===== config.mk =====
export PLATFORM = sky130hd
export DESIGN_NAME = mspp_ram
export DESIGN_NICKNAME = d
export VERILOG_FILES = /design/src/rtl/mspp_ram.sv
export SDC_FILE = /design/constraint.sdc
export NUM_CORES = 1
export LEC_CHECK = 0
export ABC_AREA = 1
export BUFFER_PORTS_ARGS = -buffer_cell sky130_fd_sc_hd__buf_2
export CORE_MARGIN = 3
export CORE_UTILIZATION = 49
export CTS_BUF_LIST = sky130_fd_sc_hd__clkbuf_16
export DETAILED_ROUTE_END_ITERATION = 10
export PLACE_DENSITY = 0.66
export SYNTH_ARGS = -nofsm -noshare
export SYNTH_HDL_FRONTEND = slang
export SYNTH_SLANG_ARGS = --single-unit

===== constraint.sdc =====
create_clock -name clk -period 1.1 [get_ports clk]
set_input_delay 0 -clock clk [delete_from_list [all_inputs] [get_ports clk]]
set_output_delay 0 -clock clk [all_outputs]
set_load 0.01 [all_outputs]

===== src/rtl/mspp_ram.sv =====
// Simple dual-port RAM: one write port, one read port with registered data.
module mspp_ram #(
	parameter int WIDTH = 8,
	parameter int DEPTH = 16
) (
	input  logic                     clk,
	input  logic                     we,
	input  logic [$clog2(DEPTH)-1:0] waddr,
	input  logic [WIDTH-1:0]         wdata,
	input  logic [$clog2(DEPTH)-1:0] raddr,
	output logic [WIDTH-1:0]         rdata
);

	logic [WIDTH-1:0] mem_q [DEPTH];

	always_ff @(posedge clk) begin
		if (we) begin
			mem_q[waddr] <= wdata;
		end
		rdata <= mem_q[raddr];
	end

endmodule

==> impl_metrics.py, run 1 <==
metrics = {
    "sta": {
        "slew_viol_final": 0,
        "max_slew_margin": 0.728,
        "tns_ps": 0,
        "rsz0062_at_grt": "no",
        "fin_crit_sh": 0.945,
        "clock_skew_ps": 6.60,
        "fmax_mhz": 962,
        "worstMarginPinSlew_ps": 408,
        "final-setup-viol-count": 0,
        "hold_violations": 0,
        "fin_crit_ps": 1040,
    },
    "yosys": {
        "yosys_most_used_dff": "edfxtp_1",
        "synth.top_cell.area_share": 0.667,
        "synth_common_cells": "nand2_1 (173), edfxtp_1 (128), inv_1 (100)",
        "syn_nets": 569,
        "synth_edf_count": 128,
        "async_flop_share": 0,
        "yosysMostFrequentCell": "nand2_1",
        "syn_area_per_cell_sq_um": 10.5,
        "synth.yosys.warnings": 0,
        "ys_ff_latch": 136,
        "synth_area_sq_um": 5770,
        "yosysSeqAreaShare": 0.694,
        "yosysTopAreaCell": "edfxtp_1",
        "syn_inst": 551,
        "synth_cell_types": 12,
        "synth.area.top_cells": "edfxtp_1 (67%), nand2_1 (11%), nand3_1 (8.4%)",
    },
    "pwr": {
        "power_density_nw_per_um2": 1760,
        "clkPwrFrac": 0.447,
        "leakage_nw": 2.97,
        "ir_worst_vdd_mv": 1.73,
        "p_comb_frac": 0.064,
        "p_int_mw": 9.33,
        "p_switching_mw": 2.58,
        "switching_share": 0.217,
        "p_seq_frac": 0.489,
    },
    "clock_network": {
        "root_buffer": "clkbuf_16",
        "post_cts_buffers": 0,
        "clk_pin_slew_worst_paths_ps": 60,
        "htreeDepth": 4,
        "clk_latency_ps": 410,
        "cts_tree": "done",
        "cts_buffer_depth": 2,
        "clock-sinks": 136,
        "numCtsBuffers": 17,
    },
    "die": {
        "fp.dieH_um": 114,
        "dieWidth_um": 114,
        "io_pins": 26,
        "dieArea_sq_um": 13100,
        "coreArea_sq_um": 11200,
        "start_util": 0.516,
        "rows": 38,
    },
    "global_routing": {
        "grt_remaining_overflow": 0,
        "grt_pass1_wl_um": 19700,
        "grt_use_total": 0.206,
        "grt_max_degree": 40,
        "grt_pass1_vias": 3714,
        "grt_antenna_before_repair": 0,
    },
    "critical_path": {
        "max_stage_delay_ps": 370,
        "required_ps": 1400,
        "crit_chain": "inv_1, nand2_1, nand3_1, nand3_1, nand3_1, nand2_1",
        "endpoint_kind": "flip-flop",
        "crit_fanout": 1,
        "critPathLaunchType": "flip-flop",
        "arrival_ps": 1340,
        "worstSetupPathType": "flip-flop to flip-flop",
        "crit_family": "simple AND/OR/NAND/NOR gates",
        "cp_slowest_cell": "edfxtp_1",
        "crit_buf_inv": 1,
        "cp_common_cell": "nand3_1",
    },
    "route": {
        "ant_nets": 0,
        "drt-vias-per-instance": 5.19,
        "drt_first_pass_iters": 5,
        "drc": 0,
        "wl_per_cell_um": 17.0,
        "drt_wl_total_um": 12800,
        "vias": 3916,
        "drt_iter0_drc": 323,
    },
    "layout": {
        "fillers": 930,
        "insertedDiodeCount": 0,
        "instances_no_fill": 754,
        "synthToLayoutAreaGrowth_pct": 17.4,
        "final_nets": 619,
        "layout.area.seq_sq_um": 4000,
        "multi_input_area_sq_um": 1220,
        "drive_gt1_frac": 0.140,
    },
    "worst_hold_path": {
        "hp-class": "primary input to flip-flop",
    },
    "placed_design": {
        "io_buffers": 25,
        "hpwl_um": 8060,
        "dp.cells": 721,
        "gp_congestion": 0.839,
    },
    "run": {
        "drv_cap": 0,
    },
    "outcome": {
        "status": "finished clean",
    },
}
-- state kept, by name, summed over array words and instances, names as in the netlist --
name   flops
mem_q    128
rdata      8
-- area by class of cell --
class                   count  share of cell area
multi-input cells         289               0.180
clock buffers              17              0.0628
repair buffers             55              0.0632
inverters                 102              0.0566
well taps                 140              0.0259
clock inverters            15              0.0201
flip-flops and latches    136               0.591
-- cell families after synthesis --
| family | Yosys count | synth area share |
|---|---|---|
| simple gates | 289 | 0.210 |
| buf+inv | 126 | 0.0952 |
| flops | 136 | 0.694 |
-- path summary, 6_finish.rpt --
path / endpoint / start / slack [ps] / cells after the start
setup / recovery: rdata[4]$_DFF_P_ / mem_q[6][4]$_DFFE_PP_ / 60 / 6
hold / removal: mem_q[10][6]$_DFFE_PP_ / wdata[6] / 10 / 1
setup reg to reg: rdata[4]$_DFF_P_ / mem_q[6][4]$_DFFE_PP_ / 60 / 6
hold reg to reg: rdata[5]$_DFF_P_ / mem_q[12][5]$_DFFE_PP_ / 660 / 6
-- layout by cell type (no fill, tap or decap) --
cell type / n
clkinv_4: 2
edfxtp_1: 128
nand3_2: 1
bufinv_16: 2
inv_1: 100
inv_2: 2
buf_2: 25
nand2_1: 173
buf_4: 23
dfxtp_1: 8
dlygate4sd3_1: 1
buf_12: 6
nand3_1: 96
nand3b_1: 2
clkinv_1: 3
clkinvlp_4: 3
clkinv_2: 5
nor2_1: 17
clkbuf_16: 17
-- what timing repair did --
item | in CTS | in global routing
resized for setup | 0 | 1
hold endpoints to repair | 16 | 0
hold buffers | 1 | 0
setup endpoints to repair | 0 | 1
-- routing by layer --
| layer | wire (um) | up-vias | share of wire | GRT usage |
|---|---|---|---|---|
| met5 | 0 | - | 0 | 0 |
| met4 | 259 | 0 | 0.020 | 0.0871 |
| met3 | 809 | 20 | 0.063 | 0.0492 |
| met2 | 6300 | 150 | 0.49 | 0.329 |
| met1 | 5450 | 1871 | 0.43 | 0.271 |
| li1 | - | 1875 | - | - |
-- power groups by stage --
stage / sequential (mW) / combinational, mW / clock (mW)
final: 5.83 / 0.767 / 5.32
after floorplan: 5.95 / 0.409 / 0
after global placement: 5.93 / 0.746 / 0
after CTS: 5.83 / 0.770 / 5.39
after detailed placement: 5.93 / 0.759 / 0
after global routing: 5.83 / 0.846 / 5.62
-- metrics by stage --
| stage | area [sq um] | utilization | power, mW | hold WS, ps | worst slack (ps) |
|---|---|---|---|---|---|
| 2_1_floorplan | 5770 | - | 6.35 | 98.9 | 149 |
| 3_3_place_gp | 6190 | 0.554 | 6.68 | 397 | 31.8 |
| 3_5_place_dp | 6190 | 0.554 | 6.69 | 395 | 16.4 |
| 4_1_cts | 6770 | 0.605 | 12.0 | 7.63 | 64.4 |
| 5_1_grt | 6770 | 0.606 | 12.3 | 13.1 | 4.36 |
| 6_report | 6770 | 0.606 | 11.9 | 13.3 | 60.1 |
(Power assumes the default switching activity.)
==> run 2, diff against run 1 <==
CTS_BUF_LIST = default   (was sky130_fd_sc_hd__clkbuf_16)
GPL_TIMING_DRIVEN = 0   (was default)
==> run 2 against run 1 <==
Compared with the run above:
- count of clock-buffer cells in the layout is 12 higher
- worst setup slack worse by 25 ps
- highest routed layer unchanged
- sequential share of layout area is 1.0 points higher
- largest cell class unchanged
- critical path type is now primary input to flip-flop
==> impl_metrics.py, run 2 (synthesized netlist as in run 1, its figures left out) <==
metrics = {
    "critical_path": {
        "required_ps": 1140,
        "r2r_setup_slack_ps": 80,
        "endpoint_kind": "flip-flop",
        "crit_chain": "buf_2, nand3b_1, nor2_1",
        "r2r-end": "rdata[7]$_DFF_P_",
        "cp_slowest_cell": "nor2_1",
        "max_stage_delay_ps": 750,
        "timing.rr.start": "mem_q[0][7]$_DFFE_PP_",
        "worstSetupPathType": "primary input to flip-flop",
        "crit_fanout": 8,
        "critPathLaunchType": "primary input",
        "rr_worst_depth": 6,
        "arrival_ps": 1100,
    },
    "global_routing": {
        "grt_pass1_vias": 3743,
        "grt_max_degree": 17,
        "grt_antenna_before_repair": 0,
        "grt_use_total": 0.226,
        "grt_pass1_wl_um": 21200,
        "grt_remaining_overflow": 0,
    },
    "clock_network": {
        "clk_pin_slew_worst_paths_ps": 50,
        "htreeDepth": 4,
        "clk_latency_ps": 410,
        "clock-sinks": 136,
        "root_buffer": "clkbuf_16",
        "post_cts_buffers": 0,
        "cts_buffer_depth": 2,
        "cts_tree": "done",
        "numCtsBuffers": 17,
    },
    "layout": {
        "reg_top3": "mem_q x128, rdata x8",
        "final_common_cell": "nand2_1",
        "final_nets": 615,
        "synthToLayoutAreaGrowth_pct": 15.4,
        "largest_reg_flops": 128,
        "mostFrequentLayoutCells": "nand2_1 (173), edfxtp_1 (128), inv_1 (100), nand3_1 (96), buf_2 (35)",
        "instances_no_fill": 750,
        "final_util": 0.596,
        "top_register": "mem_q",
        "insertedDiodeCount": 0,
        "drive_gt1_frac": 0.125,
    },
    "sta": {
        "clock_skew_ps": 3.76,
        "tns_ps": 0,
        "fmax_mhz": 939,
        "slew_viol_final": 0,
        "rsz0062_at_grt": "yes",
        "max_slew_margin": 0.377,
        "worstMarginPinSlew_ps": 931,
        "hold_violations": 0,
        "final-setup-viol-count": 0,
        "fin_crit_sh": 0.968,
        "fin_crit_ps": 1060,
    },
    "route": {
        "ant_nets": 0,
        "wl_per_cell_um": 18.5,
        "drt_wl_total_um": 13900,
        "drc": 0,
        "vias": 3970,
        "drt-vias-per-instance": 5.29,
        "drt_first_pass_iters": 5,
        "drt_iter0_drc": 410,
    },
    "pwr": {
        "power_density_nw_per_um2": 1770,
        "ir_worst_vdd_mv": 1.16,
        "leakage_nw": 2.90,
    },
    "outcome": {
        "status": "finished clean",
    },
    "die": {
        "fp.dieH_um": 114,
        "coreArea_sq_um": 11200,
        "dieArea_sq_um": 13100,
        "start_util": 0.516,
        "rows": 38,
        "dieWidth_um": 114,
        "io_pins": 26,
    },
    "worst_hold_path": {
        "worstHoldStart": "wdata[0]",
        "hp-class": "primary input to flip-flop",
        "min_to": "mem_q[0][0]$_DFFE_PP_",
        "hold_depth": 1,
    },
    "run": {
        "drv_cap": 0,
    },
    "placed_design": {
        "io_buffers": 22,
        "hpwl_um": 8800,
        "gp_congestion": 0.874,
        "dp.cells": 713,
    },
}
## run 2: cell count changes in the layout (fill, tap and decap cells not counted), sizes merged
cell         previous run  this run
bufinv                  2         0
clkinvlp                3         0
clkinv                 10         3
dlygate4sd3             1         5
buf                    54        46
clkbuf                 17        29
## run 2: what timing repair did
action / 4_1_cts / 5_1_grt
endpoints found under the setup margin: 0 / 25
resized for setup: 0 / 3
hold buffers: 5 / 0
endpoints found under the hold margin: 28 / 0
## run 2: worst max path at each step
stage,cells past startpoint,start,to
floorplan,2,waddr[2],mem_q[10][0]$_DFFE_PP_
global placement,3,waddr[3],mem_q[5][0]$_DFFE_PP_
detailed placement,3,waddr[2],mem_q[8][5]$_DFFE_PP_
CTS,3,waddr[2],mem_q[8][7]$_DFFE_PP_
global route,3,waddr[2],mem_q[9][7]$_DFFE_PP_
finish,3,waddr[2],mem_q[8][2]$_DFFE_PP_
## run 2: layout make-up
cell class,instances,area [sq um]
Buffer,24,166
Clock buffer,29,531
Clock inverter,3,15.0
Fill cell,905,4520
Inverter,102,383
Multi-Input combinational cell,289,1220
Sequential cell,136,4000
Tap cell,140,175
Timing Repair Buffer,27,160
## run 2: where the power goes
part,switching [mW],leakage [nW],internal (mW),total [mW]
Sequential,0.0288,1.22,5.80,5.83
Combinational,0.547,1.41,0.235,0.782
Clock,1.94,0.271,3.23,5.16
Total,2.51,2.90,9.26,11.8
## run 2: critical path: cells and delay by family
family / cells / cell delay (ps)
buffers and inverters: 1 / 110
AND/OR/NAND/NOR: 2 / 990
## run 2: layer usage
metal  global-route usage  vias up  part of all wire
met2                0.359      190              0.47
li1                     -     1869                 -
met4               0.0768        0             0.021
met3               0.0518       22             0.087
met5                    0        -                 0
met1                0.310     1889              0.42
## run 2: through the flow
step / power [mW] / worst slack [ps] / hold WS (ps) / area, sq um
3_3_place_gp: 6.67 / -375 / 394 / 6050
5_1_grt: 12.1 / -14.5 / 15.7 / 6660
3_5_place_dp: 6.68 / -409 / 394 / 6050
2_1_floorplan: 6.35 / 149 / 98.9 / 5770
4_1_cts: 11.8 / 33.4 / 1.05 / 6650
6_report: 11.8 / 35.0 / 17.9 / 6660
